**config.mk**
```make
export PLATFORM = sky130hd
export DESIGN_NAME = fdg_line_mem
export DESIGN_NICKNAME = d
export VERILOG_FILES = /design/src/sv/fdg_pkg.sv /design/src/sv/fdg_line_mem.sv
export SDC_FILE = /design/constraint.sdc
export NUM_CORES = 2
export LEC_CHECK = 0
export ABC_CLOCK_PERIOD_IN_PS = 4200
export CAP_MARGIN = 10
export CORE_ASPECT_RATIO = 0.5
export CORE_MARGIN = 2
export CORE_UTILIZATION = 40
export DETAILED_ROUTE_END_ITERATION = 10
export DONT_BUFFER_PORTS = 1
export PLACE_DENSITY = 0.56
export SYNTH_ARGS = -nofsm -noshare
export SYNTH_HDL_FRONTEND = slang
export SYNTH_SLANG_ARGS = --single-unit
```
**constraint.sdc**
```tcl
create_clock -name clock -period 4.2 [get_ports clock]
set_input_delay 1.26 -clock clock [delete_from_list [all_inputs] [get_ports clock]]
set_output_delay 1.26 -clock clock [all_outputs]
set_load 0.01 [all_outputs]
```
**src/sv/fdg_pkg.sv**
```systemverilog
`timescale 1ns / 1ps
// ----------------------------------------------------------------------------
// fdg_pkg
// Types and constants shared by the difference gradient blocks.
// ----------------------------------------------------------------------------
package fdg_pkg;

   localparam int PIX_W     = 8;
   localparam int COORD_W   = 9;
   localparam int DIM_W     = 10;
   localparam int CSR_IDX_W = 2;
   localparam int RES_W     = 3;

   localparam logic [DIM_W-1:0] DIM_RESET   = 10'd512;
   localparam logic [PIX_W-1:0] ZERO_GRAD   = 8'd172;
   localparam logic [PIX_W-1:0] GRAD_OFFSET = 8'd45;
   localparam logic [PIX_W:0]   GRAD_SPAN   = 9'd255;

   // Bit positions of the result mask, in emission order.
   localparam int RES_ABOVE     = 0;
   localparam int RES_LAST_ROW  = 1;
   localparam int RES_FRAME_END = 2;

   typedef enum logic [CSR_IDX_W-1:0] {
      CSR_IMAGE_WIDTH  = 2'd0,
      CSR_IMAGE_HEIGHT = 2'd1
   } fdg_csr_type;

   typedef struct packed {
      logic [RES_W-1:0]   res_mask;
      logic [COORD_W-1:0] row;
      logic [COORD_W-1:0] col;
      logic [PIX_W-1:0]   above_hgrad;
      logic [PIX_W-1:0]   above_vgrad;
      logic [PIX_W-1:0]   left_hgrad;
   } fdg_set_type;

   function automatic logic [PIX_W-1:0] grad_map(input logic [PIX_W-1:0] a,
                                                 input logic [PIX_W-1:0] b);
      logic [PIX_W:0] s;
      s = {1'b0, a} + GRAD_SPAN - {1'b0, b};
      return s[PIX_W:1] + GRAD_OFFSET;
   endfunction

endpackage

```
**src/sv/fdg_line_mem.sv**
```systemverilog
`timescale 1ns / 1ps
// ----------------------------------------------------------------------------
// fdg_line_mem
// One-row line store with a registered read port and write-to-read forwarding.
// ----------------------------------------------------------------------------
module fdg_line_mem #(
   parameter int DEPTH = 512
) (
   input  logic                       clock,
   input  logic                       wr_en,
   input  logic [$clog2(DEPTH)-1:0]   wr_addr,
   input  logic [fdg_pkg::PIX_W-1:0]  wr_data,
   input  logic                       rd_en,
   input  logic [$clog2(DEPTH)-1:0]   rd_addr,
   output logic [fdg_pkg::PIX_W-1:0]  rd_data
);
   import fdg_pkg::*;

   logic [PIX_W-1:0] mem_ff [DEPTH];
   logic [PIX_W-1:0] rd_data_ff;

   always_ff @(posedge clock) begin
      if (wr_en) begin
         mem_ff[wr_addr] <= wr_data;
      end
      if (rd_en) begin
         if (wr_en && (wr_addr == rd_addr)) begin
            rd_data_ff <= wr_data;
         end else begin
            rd_data_ff <= mem_ff[rd_addr];
         end
      end
   end

   assign rd_data = rd_data_ff;

endmodule

```
Word level (Yosys, flattened, before mapping)
Memories as Yosys holds them, arrays and structs flattened. A register that Yosys moved wholly into a read port is not among the register bits.
Cells that the tools add are included.

word-level totals
  bits in writable memories = 4096
  memories = 1
  register bits after elaboration = 0
  input port bits = 29

memories
  memory  words  bits a word  read ports  clocked after memory_dff  write ports  line                source
  mem_ff  512    8            1           1                         1            fdg_line_mem.sv:19  logic [PIX_W-1:0] mem_ff [DEPTH];

cells by class
  mux-type cells = 2

operators by type and width
  operator           number
  two-way mux 1 bit  2

Logic depth before layout (Yosys ltp)
  word-level depth = 2
  gate-level depth with buffers = 13
  depth with buffers taken out = 7

Worst setup path after synthesis
No wires, ideal clock.

  path type = input -> register
  from = input port rd_addr[1]
  to = register rd_data_ff[0], in the netlist rd_data[0], read port of mem_ff (data pin)
  cell stages on the path = 10
  path buffers = 3
  data required time = 3938 ps
  library setup time = 262 ps
  path slack = 763 ps
  arrival time = 3175 ps
  cell sequence = buf_4 > buf_4 > clkbuf_1 > mux4_2 > mux4_2 > o22ai_1 > nor2_1 > nor4b_1 > nand4_1 > o211ai_2

RTL lines
  element             line                source
  start: declaration  fdg_line_mem.sv:14  input logic [$clog2(DEPTH)-1:0] rd_addr,
  end: declaration    fdg_line_mem.sv:20  logic [PIX_W-1:0] rd_data_ff;

==> metrics.md <==
| Metric | Value |
|---|---|
| Final Total Pwr | 83.9 mW |
| Antenna Nets Post-Route | 0 |
| Die Width | 899 µm |
| Number of port buffers | 0 |
| Worst Max-Slew Pin Slew | 3.18 ns |
| Placement Setup Slack | -2.68 ns |
| Drc violations | 0 |
| Crit. End Element | flop |
| Async S/R FF share, synth | 0% |
| Critical path cell sequence | buf_16 -> buf_16 -> buf_16 -> mux4_2 -> a2111oi_0 -> buf_4 -> nor4_1 -> buf_4 -> nand4_1 -> o31a_1 -> o211ai_1 |
| Number of synthesized flops with an enable pin | 4104 |
| Die span in y | 451 µm |
| Critical path type | input port to flop |
| Setup Skew | 0.0464 ns |
| Area Growth Syn to Fin | 15.1% |
| Post-DP HPWL | 258 mm |
| Initial antenna violation count | 28 |
| Status | complete, but fails checks |
| Synth Register Bits | 4104 |
| Final cycle utilization of the critical path | 94.8% |
| PD cells | 455 nW/µm² |
| HP Start | wr_data[0] |
| CTS Root Cell | clkbuf_16 |
| CP dominant cell by count | buf_16 |
| Clock Sinks | 4104 |
| Mapped Area | 160000 µm² |
| Min-Delay Endpoint | mem_ff[121][0]$_DFFE_PP_ |
| Core Box Area | 399000 µm² |
| Synth Flop Type | edfxtp_1 |
| Total CTS buffers | 372 |
| Final Net Count | 8494 |
| Post-layout util | 46.2% |
| Static Leak | 58.8 nW |
| Aggregate routed wire length | 452 mm |
| CTS tree | done |
| Vias per Instance | 5.79 |
| Crit-path max FO | 41 |
| DR pass1 iterations | 8 |
| Clock latency on the worst-skew pair | 0.95 ns |
| Maximum root-to-sink buffer count | 4 |
| Critical path startpoint category | input port |
| Hold Vio Cnt, Final | 0 |
| # setup viols final | 0 |
| Max Clk Rate | 251 MHz |
| Mean area per synthesized cell | 20.9 µm² |
| Critical path's largest stage delay | 0.56 ns |
| Post-synthesis sequential area ratio | 77.0% |
| Worst path required time | 4.88 ns |
| Reg-to-reg endpoint | rd_data[7]$_DFFE_PP_ |
| Failing checks | slew limit |
| # rows | 164 |
| GRT overflow | 0 |
| Hold Path Class | input port to flop |
| Share of layout cells above drive strength 1 | 27.1% |
| Setup tns final | 0 ns |
| Vias in the first global route | 81100 |
| Syn_nets | 7705 |
| R2r worst-path depth | 9 |
| Mapped Cells | 7676 |
| Final GP Congestion | 0.850 |
| RSZ-0062 raised after global routing | no |
| Final Slew Violations | 826 |
| Routed via count | 81600 |
| Largest net degree at the start of global routing | 514 |
| Slowest CP cell | mux4_2 |
| First-pass GRT wire length | 632 mm |
| Critical R2R Launch | mem_ff[122][7]$_DFFE_PP_ |
| Area of the multi-input gates | 34000 µm² |
| VDD IR max | 0.000351 V |
| Max_cap viols | 0 |
| Reg area | 123000 µm² |
| Final worst slack | 0.217 ns |
| Global Route Usage Sum | 21.7% |
| Ys Warns | 0 |
| Internal reg-to-reg setup slack | 1.14 ns |
| Die area | 406000 µm² |
| # fillers | 33400 |
| Count of different cell masters after synthesis | 70 |
| Min cycle time layout | 3.98 ns |
| Starting Density | 40.1% |
| Clock slew at reported path FFs | 0.07 ns |
| Slew margin rel. | -112% |
| Hold depth | 0 |
| Detailed router's first-iteration violation count | 11600 |
| H-tree Lvls | 5 |
| Wire per inst | 32.1 µm |
| Data arrival, critical path | 4.66 ns |
| # IOs | 37 |
registers in the layout, indices dropped and copies added (netlist names):
register	cells
rd_data	8
mem_ff	4096
cell usage in the layout, fill, tap and decap left out, types with 76 or more instances in the layout:
cell       Yosys  layout
nor2_1       592     589
o21ai_0       97      97
mux2i_1      445     445
edfxtp_1    4104    4104
buf_12        21      76
buf_4         47     779
clkinv_1       0      86
mux4_2       863     863
o22ai_1      164     164
clkbuf_16      0     383
a211oi_1      83      83
nand2_1      218     206
synthesized netlist by cell type (all sizes together) (14+ instances only):
library cell  number  area (µm²)
a2111oi           23         201
a221oi            23         208
and2              16         100
a211oi            83         623
mux4             870       19600
nor2b             15        93.8
nor3              73         365
nand2            218         818
o21ai             98         490
a211o             14         123
mux2i            445        4450
a21oi             63         315
buf              282        2410
nor4              30         188
o22ai            165        1040
clkbuf           191         717
nand3             61         310
a22oi             38         285
mux2              47         529
nor2             592        2220
edfxtp          4104      123000
nand4             26         163
o221ai            52         462
how the worst max path moves through the flow:
stage	startpoint	end	slack (ns)
5_1_grt	rd_addr[0]	rd_data[4]$_DFFE_PP_	0.06
3_5_place_dp	rd_addr[0]	rd_data[6]$_DFFE_PP_	-2.68
6_report	rd_addr[0]	rd_data[5]$_DFFE_PP_	0.22
3_3_place_gp	rd_addr[0]	rd_data[6]$_DFFE_PP_	-2.74
2_1_floorplan	rd_addr[1]	rd_data[0]$_DFFE_PP_	0.76
4_1_cts	rd_addr[0]	rd_data[5]$_DFFE_PP_	0.04
routing by layer:
| metal | vias to the layer above | global-route usage (%) | routed length (µm) |
|---|---|---|---|
| met3 | 534 | 4.91 | 42500 |
| met2 | 3538 | 33.8 | 209000 |
| met4 | 6 | 4.75 | 10100 |
| met1 | 44000 | 31.6 | 190000 |
| met5 | - | 0 | 35 |
| li1 | 33500 | - | - |
per-stage QoR:
step	hold slack [ns]	cell area (µm²)	cells
3_3_place_gp	1.06	172000	13400
5_1_grt	0.367	184000	14100
2_1_floorplan	0.841	160000	7676
4_1_cts	0.369	184000	14100
6_report	0.416	184000	14100
3_5_place_dp	1.07	172000	13400
area by class of cell:
type / count / share of cell area [%]
clock inverters: 233 / 1.27
clock buffers: 440 / 5.28
multi-input cells: 3087 / 18.4
inverters: 12 / 0.0312
flip-flops and latches: 4104 / 66.9
well taps: 5312 / 3.61
repair buffers: 888 / 4.52
diodes: 4 / 0.00543
worst max-delay path, delay by kind of cell:
family	cells	cell delay (ns)
AO/OA/AOI/OAI	3	0.88
AND/OR/NAND/NOR	2	0.22
multiplexers	1	0.56
buffers and inverters	5	1.41
where the power goes:
part / internal (mW) / total [mW] / switching [mW]
Sequential: 45.1 / 45.2 / 0.0436
Clock: 19.3 / 34.7 / 15.4
Combinational: 1.58 / 4.01 / 2.42
Total: 66.0 / 83.9 / 17.9
cells by family after synthesis:
group           synth area share (%)
compound gates                  2.74
flops                           77.0
buf+inv                         1.98
simple gates                    2.92
xor+xnor                      0.0492
mux                             15.4
repair_timing:
item,in CTS,in global routing
resized for setup,1,2
cloned,11,3
hold endpoints to repair,0,0
hold buffers,0,0
endpoints found under the setup margin,8,7
setup buffers,0,0
Power figures use the tool's default switching activity.
