### src/sv/fdg_pkg.sv
`timescale 1ns / 1ps
// ----------------------------------------------------------------------------
// fdg_pkg
// Types and constants shared by the difference gradient blocks.
// ----------------------------------------------------------------------------
package fdg_pkg;

   localparam int PIX_W     = 8;
   localparam int COORD_W   = 9;
   localparam int DIM_W     = 10;
   localparam int CSR_IDX_W = 2;
   localparam int RES_W     = 3;

   localparam logic [DIM_W-1:0] DIM_RESET   = 10'd512;
   localparam logic [PIX_W-1:0] ZERO_GRAD   = 8'd172;
   localparam logic [PIX_W-1:0] GRAD_OFFSET = 8'd45;
   localparam logic [PIX_W:0]   GRAD_SPAN   = 9'd255;

   // Bit positions of the result mask, in emission order.
   localparam int RES_ABOVE     = 0;
   localparam int RES_LAST_ROW  = 1;
   localparam int RES_FRAME_END = 2;

   typedef enum logic [CSR_IDX_W-1:0] {
      CSR_IMAGE_WIDTH  = 2'd0,
      CSR_IMAGE_HEIGHT = 2'd1
   } fdg_csr_type;

   typedef struct packed {
      logic [RES_W-1:0]   res_mask;
      logic [COORD_W-1:0] row;
      logic [COORD_W-1:0] col;
      logic [PIX_W-1:0]   above_hgrad;
      logic [PIX_W-1:0]   above_vgrad;
      logic [PIX_W-1:0]   left_hgrad;
   } fdg_set_type;

   function automatic logic [PIX_W-1:0] grad_map(input logic [PIX_W-1:0] a,
                                                 input logic [PIX_W-1:0] b);
      logic [PIX_W:0] s;
      s = {1'b0, a} + GRAD_SPAN - {1'b0, b};
      return s[PIX_W:1] + GRAD_OFFSET;
   endfunction

endpackage

### src/sv/fdg_front.sv
`timescale 1ns / 1ps
// ----------------------------------------------------------------------------
// fdg_front
// Configuration registers, raster counters, line store addressing and the
// gradient stage that turns one pixel into its set of results.
// ----------------------------------------------------------------------------
module fdg_front #(
   parameter int MAX_WIDTH  = 512,
   parameter int MAX_HEIGHT = 512
) (
   input  logic                            clock,
   input  logic                            reset,
   input  logic                            req_valid,
   output logic                            req_ready,
   input  logic [fdg_pkg::PIX_W-1:0]       req_pixel,
   input  logic                            csr_valid,
   output logic                            csr_ready,
   input  logic [fdg_pkg::CSR_IDX_W-1:0]   csr_index,
   input  logic [fdg_pkg::DIM_W-1:0]       csr_wdata,
   output logic                            mem_wr_en,
   output logic [$clog2(MAX_WIDTH)-1:0]    mem_wr_addr,
   output logic [fdg_pkg::PIX_W-1:0]       mem_wr_data,
   output logic                            mem_rd_en,
   output logic [$clog2(MAX_WIDTH)-1:0]    mem_rd_addr,
   input  logic [fdg_pkg::PIX_W-1:0]       mem_rd_data,
   output logic                            set_valid,
   output fdg_pkg::fdg_set_type            set_data,
   input  logic                            set_take
);
   import fdg_pkg::*;

   localparam int CW  = $clog2(MAX_WIDTH);
   localparam int RW  = (MAX_HEIGHT > 1) ? $clog2(MAX_HEIGHT) : 1;
   localparam int WEW = $clog2(MAX_WIDTH + 1);
   localparam int HEW = $clog2(MAX_HEIGHT + 1);

   logic [DIM_W-1:0] width_reg_ff, width_reg_in;
   logic [DIM_W-1:0] height_reg_ff, height_reg_in;
   logic [CW-1:0]    col_ff, col_in;
   logic [RW-1:0]    row_ff, row_in;
   logic [PIX_W-1:0] prev_ff, prev_in;
   logic             s1_valid_ff, s1_valid_in;

   logic [PIX_W-1:0]   s1_pixel_ff;
   logic [PIX_W-1:0]   s1_prev_ff;
   logic [COORD_W-1:0] s1_row_ff;
   logic [COORD_W-1:0] s1_col_ff;
   logic [RES_W-1:0]   s1_mask_ff;
   logic               s1_last_col_ff;
   logic [PIX_W-1:0]   above_ff;

   logic [WEW-1:0] w_eff;
   logic [HEW-1:0] h_eff;
   logic [CW-1:0]  w_m1;
   logic [RW-1:0]  h_m1;
   logic           accept;
   logic           s1_move;
   logic           last_col;
   logic           last_row;
   logic           restart;
   logic [RES_W-1:0] mask_new;

   always_comb begin
      if (width_reg_ff == '0) begin
         w_eff = WEW'(1);
      end else if (32'(width_reg_ff) > 32'(MAX_WIDTH)) begin
         w_eff = WEW'(MAX_WIDTH);
      end else begin
         w_eff = WEW'(width_reg_ff);
      end
      if (height_reg_ff == '0) begin
         h_eff = HEW'(1);
      end else if (32'(height_reg_ff) > 32'(MAX_HEIGHT)) begin
         h_eff = HEW'(MAX_HEIGHT);
      end else begin
         h_eff = HEW'(height_reg_ff);
      end
   end

   assign w_m1 = CW'(w_eff - WEW'(1));
   assign h_m1 = RW'(h_eff - HEW'(1));

   assign last_col  = (col_ff == w_m1);
   assign last_row  = (row_ff == h_m1);
   assign s1_move   = s1_valid_ff && set_take;
   assign req_ready = !s1_valid_ff || set_take;
   assign accept    = req_valid && req_ready;
   assign csr_ready = 1'b1;

   assign mask_new[RES_ABOVE]     = (row_ff != '0);
   assign mask_new[RES_LAST_ROW]  = last_row && (col_ff != '0);
   assign mask_new[RES_FRAME_END] = last_row && last_col;

   assign mem_wr_en   = accept;
   assign mem_wr_addr = col_ff;
   assign mem_wr_data = req_pixel;
   assign mem_rd_en   = accept;
   assign mem_rd_addr = last_col ? '0 : col_ff + CW'(1);

   always_comb begin
      width_reg_in  = width_reg_ff;
      height_reg_in = height_reg_ff;
      col_in        = col_ff;
      row_in        = row_ff;
      prev_in       = prev_ff;
      restart       = 1'b0;
      if (accept) begin
         prev_in = req_pixel;
         if (last_col) begin
            col_in = '0;
            row_in = last_row ? '0 : row_ff + RW'(1);
         end else begin
            col_in = col_ff + CW'(1);
         end
      end
      if (csr_valid) begin
         case (csr_index)
            CSR_IMAGE_WIDTH: begin
               width_reg_in = csr_wdata;
               restart      = 1'b1;
            end
            CSR_IMAGE_HEIGHT: begin
               height_reg_in = csr_wdata;
               restart       = 1'b1;
            end
            default: begin
               restart = 1'b0;
            end
         endcase
      end
      if (restart) begin
         col_in  = '0;
         row_in  = '0;
         prev_in = '0;
      end
   end

   always_comb begin
      if (accept) begin
         s1_valid_in = 1'b1;
      end else if (s1_move) begin
         s1_valid_in = 1'b0;
      end else begin
         s1_valid_in = s1_valid_ff;
      end
   end

   always_ff @(posedge clock) begin
      if (reset) begin
         width_reg_ff  <= DIM_RESET;
         height_reg_ff <= DIM_RESET;
         col_ff        <= '0;
         row_ff        <= '0;
         prev_ff       <= '0;
         s1_valid_ff   <= 1'b0;
      end else begin
         width_reg_ff  <= width_reg_in;
         height_reg_ff <= height_reg_in;
         col_ff        <= col_in;
         row_ff        <= row_in;
         prev_ff       <= prev_in;
         s1_valid_ff   <= s1_valid_in;
      end
   end

   always_ff @(posedge clock) begin
      if (accept) begin
         s1_pixel_ff    <= req_pixel;
         s1_prev_ff     <= prev_ff;
         s1_row_ff      <= COORD_W'(row_ff);
         s1_col_ff      <= COORD_W'(col_ff);
         s1_mask_ff     <= mask_new;
         s1_last_col_ff <= last_col;
      end
      if (s1_move) begin
         above_ff <= mem_rd_data;
      end
   end

   // The read issued with a pixel returns the stored pixel one column to the
   // right; above_ff holds the stored pixel of the current column.
   always_comb begin
      set_data.res_mask    = s1_mask_ff;
      set_data.row         = s1_row_ff;
      set_data.col         = s1_col_ff;
      set_data.above_hgrad = s1_last_col_ff ? ZERO_GRAD : grad_map(above_ff, mem_rd_data);
      set_data.above_vgrad = grad_map(above_ff, s1_pixel_ff);
      set_data.left_hgrad  = grad_map(s1_prev_ff, s1_pixel_ff);
   end

   assign set_valid = s1_valid_ff;

endmodule

### config.mk
export PLATFORM = sky130hd
export DESIGN_NAME = fdg_front
export DESIGN_NICKNAME = d
export VERILOG_FILES = /design/src/sv/fdg_pkg.sv /design/src/sv/fdg_front.sv
export SDC_FILE = /design/constraint.sdc
export NUM_CORES = 1
export LEC_CHECK = 0
export BUFFER_PORTS_ARGS = -buffer_cell sky130_fd_sc_hd__buf_2
export CAP_MARGIN = 40
export CORE_MARGIN = 1
export CORE_UTILIZATION = 50
export DETAILED_ROUTE_END_ITERATION = 8
export PLACE_DENSITY = 0.73
export SYNTH_ARGS = -nofsm -noshare
export SYNTH_HDL_FRONTEND = slang
export SYNTH_SLANG_ARGS = --single-unit
### constraint.sdc
create_clock -name clock -period 5.8 [get_ports clock]
set_input_delay 0.29 -clock clock [delete_from_list [all_inputs] [get_ports clock]]
set_output_delay 0.29 -clock clock [all_outputs]
set_load 0.01 [all_outputs]
# Word-level counts from Yosys, hierarchy flattened
# Cells that the tools add are included.
[word_totals]
reg_bits = 93
latch_bits = 0
mem_bits_rw = 0
rom_bits = 0
inputBits = 33
out_inout_bits = 76
wordCells = 58
mem_count = 0
[op_classes]
addsub = 12
multipliers = 0
div = 0
n_lt_le_gt_ge = 2
eq_ne = 3
n_shift = 0
mux = 11
bitwise = 0
reduce_logical = 17
[ops]
columns = ["cell", "count"]
rows = [
  ["2-to-1 mux 9 bit", 6],
  ["subtractor 9 x 8 -> 9 bit", 3],
  ["adder 8 x 6 -> 8 bit, second input constant", 3],
  ["> comparator 10 bit, second input constant", 2],
  ["zero test 10 bit", 2],
  ["adder 8 x 8 -> 9 bit, second input constant", 2],
  ["adder 9 x 1 -> 9 bit, second input constant", 2],
  ["equality test 9 bit", 2],
  ["nonzero test 9 bit", 2],
  ["subtractor 9 x 1 -> 9 bit, second input constant", 2],
  ["2-to-1 mux 8 bit", 1],
  ["AND reduction 2 bit", 3],
  ["logical AND 1 bit", 4],
  ["2-to-1 mux 1 bit", 4],
  ["OR reduction 2 bit", 2],
  ["equality test 2 x 1 -> 1 bit, second input constant", 1],
  ["zero test 2 bit", 1],
  ["nonzero test 2 bit", 1],
  ["zero test 1 bit", 1],
  ["logical OR 1 bit", 1],
]

# Logic depth before layout (Yosys ltp)
[depth]
word_depth = 6
depth_mapped = 14
ltp_nobuf = 12

# Least setup slack after synthesis
# OpenSTA, ideal clock, no wires.
[synth_path]
path_type = "register -> output"
startpoint = "register width_reg_ff[2]"
endpoint = "output port mem_rd_addr[3]"
t_arrival_ns = 3.214
t_required_ns = 5.510
slack_ns = 2.296
stages_incl_launch_ff = 15
n_path_buf = 3
path_cell_list = "dfxtp_1 -> buf_2 -> nor4_2 -> a31oi_1 -> or2_2 -> ha_1 -> buf_2 -> or3b_1 -> o311ai_4 -> a31o_2 -> a2111oi_4 -> nand3_1 -> buf_2 -> clkinv_1 -> nor2_1"
[synth_between]
elab_chain_cells = 6
word_cells_on_any_way = 7
cone_classes = "add/sub (1); order compare (1); eq/ne (1); mux (3); reduce/logical (1)"
[synth_lines]
columns = ["element", "line", "source"]
rows = [
  ["start: declaration", "fdg_front.sv:37", "logic [DIM_W-1:0] width_reg_ff, width_reg_in;"],
  ["start signal: assignment", "fdg_front.sv:157", "width_reg_ff <= width_reg_in;"],
  ["> comparator 10 bit", "fdg_front.sv:66", "end else if (32'(width_reg_ff) > 32'(MAX_WIDTH)) begin"],
  ["2-to-1 mux 9 bit", "fdg_front.sv:66", ""],
  ["2-to-1 mux 9 bit (*)", "fdg_front.sv:64", "if (width_reg_ff == '0) begin"],
  ["subtractor 9 x 1 -> 9 bit (*)", "fdg_front.sv:80", "assign w_m1 = CW'(w_eff - WEW'(1));"],
  ["equality test 9 bit (*)", "fdg_front.sv:83", "assign last_col = (col_ff == w_m1);"],
  ["via last_col", "fdg_front.sv:58", "logic last_col;"],
  ["2-to-1 mux 9 bit (*)", "fdg_front.sv:98", "assign mem_rd_addr = last_col ? '0 : col_ff + CW'(1);"],
  ["end: declaration", "fdg_front.sv:24", "output logic [$clog2(MAX_WIDTH)-1:0] mem_rd_addr,"],
]
# The timed path passes the listed nets; every way through them passes the cells marked *.

# Worst setup path after layout
# Same ends and word-level chain as after synthesis.

==> metrics.md <==
| Metric | Value |
|---|---|
| Metal2 WL | `7.35 mm` |
| Clock buffer depth | `2` |
| Post-Synth XOR/XNOR Area | `5.84%` |
| Startpoint Class | `flop` |
| Sequential share of power | `41.6%` |
| Synthesized cell area | `6140 um^2` |
| Met3 wire length | `638 um` |
| Synth warn | `0` |
| Yosys cell types | `79` |
| # DRC | `0` |
| Setup-failing EPs final | `0` |
| Top FF cell, synth | `dfxtp_1` |
| Final Hold Slack | `0.134 ns` |
| Number of global-route vias before repair | `4867` |
| DR iter-0 viols | `305` |
| Slew Viols, Final | `0` |
| H-tree depth | `3` |
| NetSw | `534 uW` |
| 1st-pass router iterations | `7` |
| Power Total | `1770 uW` |
| Worst setup EP type | `output pin` |
| Starting Density | `51.2%` |
| CTS tree | `built` |
| Post-synth EDFFs | `46` |
| Reg clk slew, reported paths | `0.07 ns` |
| Most frequent cell after synthesis | `nor2_1` |
| Diode count | `0` |
| Yosys top cell area share | `22.5%` |
| Final Hold Viols | `0` |
| Gr usage total | `23.5%` |
| P_leak | `0.00283 uW` |
| Outcome | `finished, final reports clean` |
| Synth area leader | `edfxtp_1` |
| Post-synthesis compound-gate area fraction | `18.8%` |
| P_int | `1240 uW` |
| Core Rows | `40` |
| Register bit count reported by yosys | `93` |
| Wire per inst | `15.8 um` |
| Async S/R FF share, synth | `0%` |
| Nets | `838` |
| Setup_tns | `0 ns` |
| Worst Path Arrival | `4.21 ns` |
| Top Metal Used | `met5` |
| Post-synth top cells | `nor2_1 (59), nand2_1 (53), dfxtp_1 (47), a21oi_1 (46), edfxtp_1 (46)` |
| Switch share | `30.2%` |
| Share of cells above drive strength 1 | `19.1%` |
| Maximum VDD drop | `0.186 mV` |
| FMAX | `222 MHz` |
| Worst-Margin Slew | `0.755 ns` |
| Initial antenna violation count | `1` |
| Global route overflow | `0` |
| Critical path type | `flop to output pin` |
| Total CTS buffers | `9` |
| Largest family of logic cells by synthesized area | `simple AND/OR/NAND/NOR gates` |
| Mux share of post-synthesis cell area | `1.95%` |
| Via-per-instance ratio | `5.83` |
| Total number of vias | `5385` |
| Tmin final | `4.50 ns` |
| CP Max Fanout | `14` |
| Root Driver | `clkbuf_16` |
| Worst Hold Class | `input pin to flop` |
| Die W | `113 um` |
| Area growth from synthesis to layout | `14.4%` |
| Post-synthesis area per instance | `8.97 um^2` |
| Mapped Nets | `752` |
| Largest net degree at the start of global routing | `39` |
| Worst clock skew | `0.00426 ns` |
| Core ar. | `12000 um^2` |
| Top cells by area, synth | `edfxtp_1 (22%), dfxtp_1 (15%), ha_1 (6.3%)` |
| WP data required | `5.51 ns` |
| Chip Height | `113 um` |
| Seq/Total Area, Yosys | `37.8%` |
| Logic pwr share | `23.2%` |
| # Post-CTS Setup Buffers | `0` |
| Fin crit share | `77.6%` |
| Cts repair resizes | `0` |
| DP HPWL | `11.1 mm` |
| First-pass GRT wire length | `23.8 mm` |
| Gate Count Post-Synth | `685` |
| RSZ-0062 raised after global routing | `no` |
| Die area | `12700 um^2` |
| Cell Pwr Density | `252 nW/um^2` |
| Max_cap viols | `0` |
| Clock Sink Count | `93` |
| Ports | `109` |
| Remaining antenna violation count | `0` |
| Final GP Congestion | `0.921` |
| Clk pwr share | `35.2%` |
| Post-synthesis adder-cell area fraction | `7.29%` |
| Post-synthesis simple-gate area fraction | `22.8%` |
| Max_slew headroom | `49.6%` |
| Wl on met1 | `6.27 mm` |
| Final WL | `14.6 mm` |
| Cts hold-fix bufs | `0` |
| Later-pin clock latency in the skew report | `0.35 ns` |
| IO Port Bufs | `107` |
==> power by group through the flow <==
| stage | sequential (uW) | combinational [uW] | clock [uW] |
|---|---|---|---|
| floorplan | 747 | 291 | 0 |
| global placement | 749 | 396 | 0 |
| detailed placement | 751 | 408 | 0 |
| CTS | 736 | 411 | 638 |
| global route | 740 | 456 | 661 |
| finish | 736 | 411 | 622 |
==> metal layers <==
layer / global-route usage [%] / up-vias
met1: 28.8 / 2544
met2: 41.8 / 143
met3: 3.16 / 20
met4: 9.30 / 2
li1: - / 2676
met5: 0 / -
==> worst paths after layout <==
check | startpoint | to | cells after the start | slack [ns]
hold / removal | mem_rd_data[6] | above_ff[6]$_DFFE_PP_ | 1 | 0.13
setup / recovery | width_reg_ff[2]$_SDFFE_PP0P_ | mem_rd_addr[3] | 12 | 1.30
setup reg to reg | width_reg_ff[2]$_SDFFE_PP0P_ | row_ff[6]$_SDFFE_PP0P_ | 11 | 1.75
hold reg to reg | prev_ff[5]$_SDFFE_PP0P_ | s1_prev_ff[5]$_DFFE_PP_ | 0 | 0.43
==> cell usage in the layout (no fill, tap or decap), drive strengths merged, types with 3 or more instances in the layout <==
| cell type | count |
|---|---|
| xor2 | 11 |
| or3b | 4 |
| nor3 | 14 |
| ha | 31 |
| o21a | 10 |
| nor4b | 4 |
| a41oi | 3 |
| o31a | 3 |
| dfxtp | 47 |
| nand3 | 26 |
| nand4 | 9 |
| a31oi | 5 |
| o21ai | 33 |
| fa | 3 |
| and2 | 7 |
| and3 | 9 |
| a21oi | 46 |
| o211ai | 8 |
| or3 | 15 |
| o31ai | 10 |
| clkbuf | 9 |
| or4 | 4 |
| a21o | 4 |
| nand2 | 53 |
| nand2b | 16 |
| xnor2 | 30 |
| o311ai | 4 |
| a211oi | 10 |
| a21boi | 3 |
| clkinv | 3 |
| nor4 | 14 |
| nor2b | 10 |
| mux2i | 12 |
| or2 | 4 |
| nor2 | 59 |
| inv | 44 |
| edfxtp | 46 |
| buf | 110 |
==> metrics by stage <==
step	utilization (%)	setup WS, ns	cells	area, um^2
6_report	58.5	1.30	923	7030
5_1_grt	58.5	0.931	923	7030
4_1_cts	58.5	1.29	923	7030
3_5_place_dp	55.9	1.66	907	6710
3_3_place_gp	55.7	1.78	905	6690
2_1_floorplan	-	2.30	685	6140
==> registers in the layout, indices dropped and copies added, names as in the netlist <==
register        count
s1_col_ff           9
s1_row_ff           9
set_valid           1
row_ff              9
s1_last_col_ff      1
height_reg_ff      10
s1_mask_ff          3
s1_prev_ff          8
above_ff            8
s1_pixel_ff         8
width_reg_ff       10
mem_wr_addr         9
prev_ff             8
==> worst max-delay path: stages, from the launching register on <==
cell and delay [ns]:
dfxtp_1 0.42, nor4_2 0.58, a31oi_1 0.20, or2_2 0.31, ha_1 0.31, or3b_1 0.24
o311ai_4 0.10, a31o_2 0.29, a2111oi_4 0.42, nand3_1 0.45, clkinv_1 0.31, nor2_1 0.08
buf_2 0.14
==> final cells by class <==
class | instances | area, um^2
inverters | 41 | 154
clock inverters | 7 | 92.6
multi-input cells | 516 | 3490
repair buffers | 110 | 566
clock buffers | 9 | 225
well taps | 147 | 184
fillers | 1091 | 4980
flip-flops and latches | 93 | 2320
==> kinds of logic (layout without fill, tap and decap cells) <==
family | after synthesis | in the layout
compound gates | 168 | 168
xor+xnor | 41 | 41
fa+ha+maj | 34 | 34
buf+inv | 76 | 167
flops | 93 | 93
mux | 12 | 12
other cells | 1 | 1
simple gates | 260 | 260
(Power assumes the default switching activity.)
