===== src/sv/fdg_pkg.sv =====
`timescale 1ns / 1ps
// ----------------------------------------------------------------------------
// fdg_pkg
// Types and constants shared by the difference gradient blocks.
// ----------------------------------------------------------------------------
package fdg_pkg;

   localparam int PIX_W     = 8;
   localparam int COORD_W   = 9;
   localparam int DIM_W     = 10;
   localparam int CSR_IDX_W = 2;
   localparam int RES_W     = 3;

   localparam logic [DIM_W-1:0] DIM_RESET   = 10'd512;
   localparam logic [PIX_W-1:0] ZERO_GRAD   = 8'd172;
   localparam logic [PIX_W-1:0] GRAD_OFFSET = 8'd45;
   localparam logic [PIX_W:0]   GRAD_SPAN   = 9'd255;

   // Bit positions of the result mask, in emission order.
   localparam int RES_ABOVE     = 0;
   localparam int RES_LAST_ROW  = 1;
   localparam int RES_FRAME_END = 2;

   typedef enum logic [CSR_IDX_W-1:0] {
      CSR_IMAGE_WIDTH  = 2'd0,
      CSR_IMAGE_HEIGHT = 2'd1
   } fdg_csr_type;

   typedef struct packed {
      logic [RES_W-1:0]   res_mask;
      logic [COORD_W-1:0] row;
      logic [COORD_W-1:0] col;
      logic [PIX_W-1:0]   above_hgrad;
      logic [PIX_W-1:0]   above_vgrad;
      logic [PIX_W-1:0]   left_hgrad;
   } fdg_set_type;

   function automatic logic [PIX_W-1:0] grad_map(input logic [PIX_W-1:0] a,
                                                 input logic [PIX_W-1:0] b);
      logic [PIX_W:0] s;
      s = {1'b0, a} + GRAD_SPAN - {1'b0, b};
      return s[PIX_W:1] + GRAD_OFFSET;
   endfunction

endpackage


===== src/sv/fdg_out.sv =====
`timescale 1ns / 1ps
// ----------------------------------------------------------------------------
// fdg_out
// Output register holding one pixel's result set and sending its results one
// transaction at a time.
// ----------------------------------------------------------------------------
module fdg_out (
   input  logic                          clock,
   input  logic                          reset,
   input  logic                          set_valid,
   input  fdg_pkg::fdg_set_type          set_data,
   output logic                          set_take,
   output logic                          rsp_valid,
   input  logic                          rsp_ready,
   output logic [fdg_pkg::COORD_W-1:0]   rsp_out_row,
   output logic [fdg_pkg::COORD_W-1:0]   rsp_out_col,
   output logic [fdg_pkg::PIX_W-1:0]     rsp_horizontal_grad,
   output logic [fdg_pkg::PIX_W-1:0]     rsp_vertical_grad,
   output logic                          rsp_frame_last
);
   import fdg_pkg::*;

   logic [RES_W-1:0] mask_ff, mask_in;
   fdg_set_type      hold_ff;
   logic             fire;
   logic             load;
   logic [RES_W-1:0] low_bit;

   assign rsp_valid = (mask_ff != '0);
   assign fire      = rsp_valid && rsp_ready;
   assign low_bit   = mask_ff & (~mask_ff + RES_W'(1));
   assign set_take  = (mask_ff == '0) || (rsp_ready && (mask_ff == low_bit));
   assign load      = set_valid && set_take;

   always_comb begin
      mask_in = mask_ff;
      if (fire) begin
         mask_in = mask_ff & ~low_bit;
      end
      if (load) begin
         mask_in = set_data.res_mask;
      end
   end

   always_ff @(posedge clock) begin
      if (reset) begin
         mask_ff <= '0;
      end else begin
         mask_ff <= mask_in;
      end
   end

   always_ff @(posedge clock) begin
      if (load) begin
         hold_ff <= set_data;
      end
   end

   always_comb begin
      if (mask_ff[RES_ABOVE]) begin
         rsp_out_row         = hold_ff.row - COORD_W'(1);
         rsp_out_col         = hold_ff.col;
         rsp_horizontal_grad = hold_ff.above_hgrad;
         rsp_vertical_grad   = hold_ff.above_vgrad;
         rsp_frame_last      = 1'b0;
      end else if (mask_ff[RES_LAST_ROW]) begin
         rsp_out_row         = hold_ff.row;
         rsp_out_col         = hold_ff.col - COORD_W'(1);
         rsp_horizontal_grad = hold_ff.left_hgrad;
         rsp_vertical_grad   = ZERO_GRAD;
         rsp_frame_last      = 1'b0;
      end else begin
         rsp_out_row         = hold_ff.row;
         rsp_out_col         = hold_ff.col;
         rsp_horizontal_grad = ZERO_GRAD;
         rsp_vertical_grad   = ZERO_GRAD;
         rsp_frame_last      = 1'b1;
      end
   end

endmodule


===== config.mk =====
export PLATFORM = sky130hd
export DESIGN_NAME = fdg_out
export DESIGN_NICKNAME = d
export VERILOG_FILES = /design/src/sv/fdg_pkg.sv /design/src/sv/fdg_out.sv
export SDC_FILE = /design/constraint.sdc
export NUM_CORES = 1
export LEC_CHECK = 0
export ABC_AREA = 1
export BUFFER_PORTS_ARGS = -buffer_cell sky130_fd_sc_hd__buf_2
export CAP_MARGIN = 20
export CORE_MARGIN = 2
export CORE_UTILIZATION = 31
export DETAILED_ROUTE_END_ITERATION = 16
export GPL_ROUTABILITY_DRIVEN = 0
export GPL_TIMING_DRIVEN = 0
export SETUP_SLACK_MARGIN = 0.2
export SLEW_MARGIN = 20
export SYNTH_ARGS = -nofsm -noshare
export SYNTH_HDL_FRONTEND = slang
export SYNTH_SLANG_ARGS = --single-unit

===== constraint.sdc =====
create_clock -name clock -period 7.5 [get_ports clock]
set_clock_uncertainty 0.05 [all_clocks]
set_input_delay 0.375 -clock clock [delete_from_list [all_inputs] [get_ports clock]]
set_output_delay 0.375 -clock clock [all_outputs]
set_load 0.005 [all_outputs]

* Yosys cells after proc, flatten, opt, wreduce, memory -nomap -nowiden
Index checks and enable logic that the tools add are counted.
Storage, ports and cells: flip-flop bits (word level) 45, bits in latches 0, RAM bits 0, ROM bits 0, input port bits 49, output and inout bits 37, word-level logic and storage cells 31, memories kept 0
Cells by class: $add $sub $neg 3, multiply operators 0, div/mod/pow operators 0, magnitude comparators 0, equality and inequality tests 1, shift operators 0, multiplexer cells 10, bitwise operators 4, reductions and logical operators 7
Operator list (number):
- $mux 9 | 3
- $mux 8 | 3
- $sub 9x1->9 const B | 2
- $and 3x3->3 | 2
- $mux 3 | 2
- $not 3->3 | 2
- $add 3x1->3 const B | 1
- $eq 3x3->1 | 1
- $logic_and 1x1->1 | 3
- $logic_not 3->1 | 1
- $reduce_bool 3->1 | 1
- $mux 1 | 2
- $reduce_bool 2->1 | 1
- $logic_or 1x1->1 | 1

* Longest topological paths before layout
Gate-level depths: netlist of the first run.
depth after elaboration 8, mapped depth 9

* Worst setup path before layout of the first run
No wires, ideal clock.
path kind register to register, from reg mask_ff[0], to reg hold_ff[0] in the netlist's numbering, enable pin, arrival time 3.740 ns, data required time 6.956 ns, slack 3.216 ns, stages on the path, launching flop included 5, path buffers 1, period minus slack after synthesis 4.284 ns, path through dfxtp_1 > buf_6 > o21ai_0 > inv_1 > nor3_1
Between the ends: word-level cells in the longest chain between the ends 7, elaborated cells between the ends (all ways) 8, those cells by class 1 x add/sub; 1 x eq/ne; 2 x bitwise; 4 x reduce/logical
Ends and longest elaborated chain:
- from (decl) | RTL line fdg_out.sv:23 | logic [RES_W-1:0] mask_ff, mask_in;
- from (signal assigned) | RTL line fdg_out.sv:49 | mask_ff <= mask_in;
- $not 3->3 | RTL line fdg_out.sv:31 | assign low_bit = mask_ff & (~mask_ff + RES_W'(1));
- $add 3x1->3 | RTL line fdg_out.sv:31
- $and 3x3->3 | RTL line fdg_out.sv:31
- $eq 3x3->1 | RTL line fdg_out.sv:32 | assign set_take = (mask_ff == '0) || (rsp_ready && (mask_ff == low_bit));
- $logic_and 1x1->1 | RTL line fdg_out.sv:32
- $logic_or 1x1->1 * | RTL line fdg_out.sv:32
- $logic_and 1x1->1 * | RTL line fdg_out.sv:33 | assign load = set_valid && set_take;
- net load | RTL line fdg_out.sv:26 | logic load;
- to (signal assigned) | RTL line fdg_out.sv:55 | hold_ff <= set_data;
- to (decl) | RTL line fdg_out.sv:24 | fdg_set_type hold_ff;
Mark *: on every way through the listed nets, which the timed path passes. The rest lies on a longest branch. A chain may end at the register's enable or synchronous reset.

* Worst setup path in the final report of the first run
from reg mask_ff[0], to reg hold_ff[30] in the netlist's numbering, enable pin
Same word-level chain as after synthesis.

==> results of run 1 <==
-- cell type report --
type	count	area (sq um)
Fill cell	633	3660
Sequential cell	45	1320
Multi-Input combinational cell	104	594
Timing Repair Buffer	89	463
Inverter	29	114
Tap cell	77	96.3
Clock buffer	6	72.6
Buffer	3	20.0
Clock inverter	2	10.0
-- layer usage --
metal,vias to the layer above,routed length [um]
li1,799,-
met1,721,1690
met2,52,2250
met3,2,249
met4,0,15
met5,-,0
-- placed cells by master, fill, tap and decap left out, types with 3 or more instances in the layout --
cell	n
buf_2	86
edfxtp_1	42
nand2_1	36
inv_1	27
nor2_1	13
xor2_1	8
o21ai_0	7
nand3_1	7
clkbuf_8	5
nand4_1	4
a22o_1	4
o22a_2	4
or2_2	4
buf_6	3
a21oi_1	3
dfxtp_1	3
-- through the flow --
| stage | cells | total power [W] | area [sq um] |
|---|---|---|---|
| 5_1_grt | 355 | 0.000587 | 2690 |
| 3_3_place_gp | 343 | 0.000417 | 2570 |
| 6_report | 355 | 0.000555 | 2690 |
| 3_5_place_dp | 347 | 0.000422 | 2610 |
| 2_1_floorplan | 181 | 0.000372 | 2040 |
| 4_1_cts | 355 | 0.000565 | 2690 |
-- report_power, final --
part	internal (W)	switching (W)
sequential	0.000302	0.0000110
clock	0.0000646	0.0000772
combinational	0.0000460	0.0000541
-- cells by family (layout without fill, tap and decap cells) --
logic type               Yosys count  count (layout)  share of synthesized area [%]
AO/OA/AOI/OAI                     20              20                           6.73
XOR/XNOR                           9               9                           3.86
adder cells (fa/ha/maj)            2               2                           1.22
buffers and inverters             32             129                           6.55
flip-flops                        45              45                           64.6
AND/OR/NAND/NOR                   73              73                           17.0
-- path summary, 6_finish.rpt --
| path | endpoint | slack (ns) | depth (start not counted) |
|---|---|---|---|
| setup / recovery | hold_ff[30]$_DFFE_PP_ | 5.12 | 6 |
| hold / removal | hold_ff[33]$_DFFE_PP_ | 0.20 | 1 |
| setup reg to reg | hold_ff[30]$_DFFE_PP_ | 5.12 | 6 |
| hold reg to reg | mask_ff[2]$_SDFFE_PP0P_ | 0.45 | 2 |
-- registers in the layout, summed over array words and instances, names as in the netlist --
signal and count:
hold_ff 42, mask_ff 3
==> impl_metrics.json, run 1 <==
{
  "cts_tree": "done",
  "setup_viol": 0,
  "overflow": 0,
  "p_per_area_mw_per_mm2": 206,
  "cts_setup_buffers": 0,
  "worstMarginPinSlew_ns": 0.756,
  "period_share_pct": 31.8,
  "cts_made_buffers": 5,
  "post_drt_wl_per_cell_um": 11.9,
  "num_rows": 29,
  "grt_max_degree": 14,
  "synth_area_sq_mm": 0.00204,
  "die_area_sq_mm": 0.00726,
  "grt_use_met2_pct": 21.0,
  "cts_hold_buf": 0,
  "cts_resized": 0,
  "clock_latency_ns": 0.29,
  "diodes": 0,
  "critPathKind": "flop to flop",
  "holdWs_ns": 0.203,
  "peakVddDrop_mv": 0.114,
  "cts.sinks": 45,
  "async_flop_share_pct": 0,
  "cp-startpoint": "mask_ff[0]$_SDFFE_PP0P_",
  "clk_pin_slew_ns": 0.08,
  "dominantRegCellSynth": "edfxtp_1",
  "worstPathArrival_ns": 2.33,
  "syn_nets": 232,
  "grt_pass1_vias": 1489,
  "avgSynthCellArea_sq_um": 11.3,
  "cp.buffers_inverters": 4,
  "die_h_um": 85.2,
  "fin_nets": 328,
  "pre_cts_slack_ns": 5.10,
  "crit_slowest_cell": "nor3_2",
  "antenna_found_initial": 0,
  "synth_seq_cells": 45,
  "yosysMostFrequentCell": "edfxtp_1",
  "synth_common_cells": "edfxtp_1 (42), nand2_1 (36), inv_1 (27)",
  "crit_chain": "buf_6 -> o21ai_0 -> inv_1 -> nor3_2 -> buf_4 -> buf_4",
  "cap_violations": 0,
  "ctsRootBufferMaster": "clkbuf_8",
  "hp-class": "input pin to flop",
  "grt-busiest-layer": "met2",
  "drc": 0,
  "vias": 1574,
  "timing.final.crit_period_ns": 2.38,
  "relSlewSlack_pct": 49.3,
  "syn_inst": 181,
  "tns_ns": 0,
  "cp_top_family": "buffers and inverters",
  "gr-usage-met3_pct": 3.99,
  "crit_path_max_fanout": 11,
  "drt_iter0_markers": 61,
  "clockBufferDepth": 2,
  "finish.utilization_pct": 42.4,
  "p_leak_nw": 1.27,
  "synth_cell_types": 29,
  "max_freq_mhz": 420,
  "syn2layout_area_growth_pct": 31.6,
  "yosysTopAreaCell": "edfxtp_1",
  "dp_hpwl_um": 3400,
  "grt_pass1_wl_um": 6600,
  "core_area_sq_mm": 0.00635,
  "end_kind": "flop",
  "r2r-start": "mask_ff[0]$_SDFFE_PP0P_",
  "io_buffers": 85,
  "grt_usage_pct": 11.8,
  "drive_above_1_share_pct": 41.7,
  "routed_wl_um": 4210,
  "use_met1_pct": 13.3,
  "synth_warnings": 0,
  "timing.final.ws_setup_ns": 5.12,
  "slew_viol_final": 0,
  "viasPerCell": 4.43,
  "rsz0062_at_grt": "false",
  "num_io_pins": 86,
  "synth.top_cell.area_share_pct": 61.7,
  "startpoint_type": "flop",
  "die_w_um": 85.2,
  "synth.area.top_cells": "edfxtp_1 (62%), nand2_1 (6.6%), inv_1 (5.0%)",
  "ant_nets": 0,
  "ys_seq_area_share_pct": 64.6,
  "synth_edf_count": 42,
  "status": "completed",
  "start_util_pct": 32.2,
  "worstPathRequired_ns": 7.44,
  "hold_viol_final": 0,
  "worstHoldStart": "set_data[33]",
  "cp_slowest_stage_delay_ns": 0.64,
  "worst_path_most_repeated_cell": "buf_4",
  "htreeDepth": 2,
  "drt_pass1_iterations": 4
}
(Power assumes the default switching activity.)
==> run 2, diff against run 1 <==
==> constraint.sdc (replaced) <==
create_clock -name clock -period 2 [get_ports clock]
set_clock_uncertainty 0.05 [all_clocks]
set_input_delay 0.1 -clock clock [delete_from_list [all_inputs] [get_ports clock]]
set_output_delay 0.1 -clock clock [all_outputs]
set_load 0.005 [all_outputs]
==> run 2 against run 1 <==
  * Wire length grew 18%
  * Worst hold slack lost 0.18 ns
  * Final cell count grew 14%
  * Combinational power grew to 5.2 times the previous value
  * Via count grew 13%
  * Utilization grew 9.8 points
  * Count of clock-buffer cells in the layout shrank 1
  * Global-route usage grew 1.9 points
  * Final area grew 23%
  * Non-clock buffer count grew 52
  * Critical endpoint is now rsp_out_col[6]
  * Die area is the same
  * Register-to-register slack lost 4.8 ns
==> impl_metrics.json, run 2 (same netlist as run 1, synthesis figures left out) <==
{
  "routed_wl_um": 4970,
  "holdPathStages": 3,
  "r2r-end": "hold_ff[29]$_DFFE_PP_",
  "timing.final.ws_setup_ns": 0.264,
  "worstHoldStart": "set_data[42]",
  "slew_viol_final": 0,
  "status": "completed",
  "cap_violations": 0,
  "worstMarginPinSlew_ns": 0.240,
  "grt_pass1_vias": 1704,
  "reg2reg_depth": 6,
  "start_util_pct": 32.2,
  "antenna_found_initial": 0,
  "dp_hpwl_um": 3240,
  "r2r_setup_slack_ns": 0.31,
  "drc": 0,
  "grt_pass1_wl_um": 7710,
  "drt_iter0_markers": 54,
  "hold_viol_final": 0,
  "htreeDepth": 2,
  "pre_cts_slack_ns": -0.0410,
  "cts_tree": "done",
  "p_per_area_mw_per_mm2": 709,
  "hp-class": "input pin to flop",
  "die_area_sq_mm": 0.00726,
  "tns_ns": 0,
  "period_share_pct": 86.8,
  "r2r-start": "mask_ff[0]$_SDFFE_PP0P_",
  "post_drt_wl_per_cell_um": 12.2,
  "grt_max_degree": 19,
  "critPathKind": "flop to primary output",
  "io_buffers": 85,
  "drive_above_1_share_pct": 42.6,
  "cts.sinks": 45,
  "syn2layout_area_growth_pct": 62.0,
  "die_w_um": 85.2,
  "grt_usage_pct": 13.7,
  "crit_chain": "inv_2 -> ha_4 -> inv_2 -> nor2_4 -> nand2_4 -> nor2_4 -> nand2_1 -> nand2_1 -> o21ai_1 -> buf_2",
  "holdWs_ns": 0.0228,
  "p_leak_nw": 1.51,
  "worstPathArrival_ns": 1.59,
  "clk_pin_slew_ns": 0.08,
  "relSlewSlack_pct": 84.0,
  "cp_slowest_stage_delay_ns": 0.43,
  "regMostFlops": "hold_ff",
  "top_regs": "hold_ff: 42 flops, mask_ff: 3 flops",
  "final_common_cell": "buf_2",
  "vias": 1784,
  "fin_total_pwr_w": 0.00235,
  "clock_latency_ns": 0.29,
  "setup_viol": 0,
  "core_area_sq_mm": 0.00635,
  "cts_made_buffers": 5,
  "timing.final.crit_period_ns": 1.74,
  "drt_pass1_iterations": 4,
  "fin_nets": 380,
  "startpoint_type": "flop",
  "max_freq_mhz": 576,
  "overflow": 0,
  "num_rows": 29,
  "ctsRootBufferMaster": "clkbuf_8",
  "end_kind": "primary output",
  "viasPerCell": 4.39,
  "min_to": "mask_ff[0]$_SDFFE_PP0P_",
  "rsz0062_at_grt": "true",
  "crit_path_max_fanout": 4,
  "largest_register_ff_count": 42,
  "worstPathRequired_ns": 1.85,
  "die_h_um": 85.2,
  "ant_nets": 0,
  "peakVddDrop_mv": 0.455,
  "num_io_pins": 86,
  "layout_common_cells": "buf_2 (86), dlygate4sd3_1 (43), edfxtp_1 (42), nand2_1 (34), inv_1 (22)",
  "diodes": 0,
  "crit_slowest_cell": "edfxtp_1",
  "clockBufferDepth": 2
}
[run 2: where the power goes]
group	switching, W	internal (W)	total [W]
sequential	0.0000457	0.00113	0.00118
clock	0.000291	0.000363	0.000655
combinational	0.000245	0.000271	0.000516
[run 2: final cells by class]
cell class	count	area [sq um]
sequential	45	1320
inverter	29	114
clock buffer	5	68.8
tap	77	96.3
buffer	3	21.3
multi-input combinational	104	673
fill	578	3040
clock inverter	2	35.0
timing repair buffer	141	981
[run 2: how the worst max path moves through the flow]
stage | startpoint | end | slack [ns] | cells past startpoint
global placement | mask_ff[0]$_SDFFE_PP0P_ | hold_ff[29]$_DFFE_PP_ | -0.76 | 6
detailed placement | mask_ff[0]$_SDFFE_PP0P_ | hold_ff[29]$_DFFE_PP_ | -0.04 | 5
floorplan | mask_ff[0]$_SDFFE_PP0P_ | hold_ff[0]$_DFFE_PP_ | -0.30 | 6
global route | hold_ff[25]$_DFFE_PP_ | rsp_out_col[6] | 0.15 | 10
CTS | hold_ff[34]$_DFFE_PP_ | rsp_out_row[8] | 0.21 | 9
finish | hold_ff[25]$_DFFE_PP_ | rsp_out_col[6] | 0.26 | 10
[run 2: metal layers]
metal | global-route usage (%) | wire, um | vias to the layer above
li1 | - | - | 902
met1 | 15.7 | 2040 | 825
met2 | 25.0 | 2640 | 52
met3 | 3.70 | 239 | 5
met4 | 3.46 | 49 | 0
met5 | 0 | 0 | -
[run 2: worst max-delay path: cells and delay by family, from the launching register on]
| kind | cells | cell delay (ns) |
|---|---|---|
| AO/OA/AOI/OAI | 1 | 0.06 |
| adder cells (fa/ha/maj) | 1 | 0.12 |
| buffers and inverters | 3 | 0.26 |
| flip-flops | 1 | 0.43 |
| AND/OR/NAND/NOR | 5 | 0.43 |
[run 2: what timing repair did]
item / in CTS / in global routing
endpoints found under the hold margin: 44 / 0
buffers inserted: 6 / 5
resized for setup: 6 / 14
pin swaps: 2 / 7
hold buffers: 43 / 0
setup endpoints to repair: 45 / 41
[run 2: per-stage QoR]
step	cells	utilization [%]	area, sq um
after detailed placement	345	41.2	2610
after global routing	406	52.2	3310
after floorplan	181	-	2060
after global placement	343	40.7	2580
after CTS	401	50.9	3230
final	406	52.2	3310
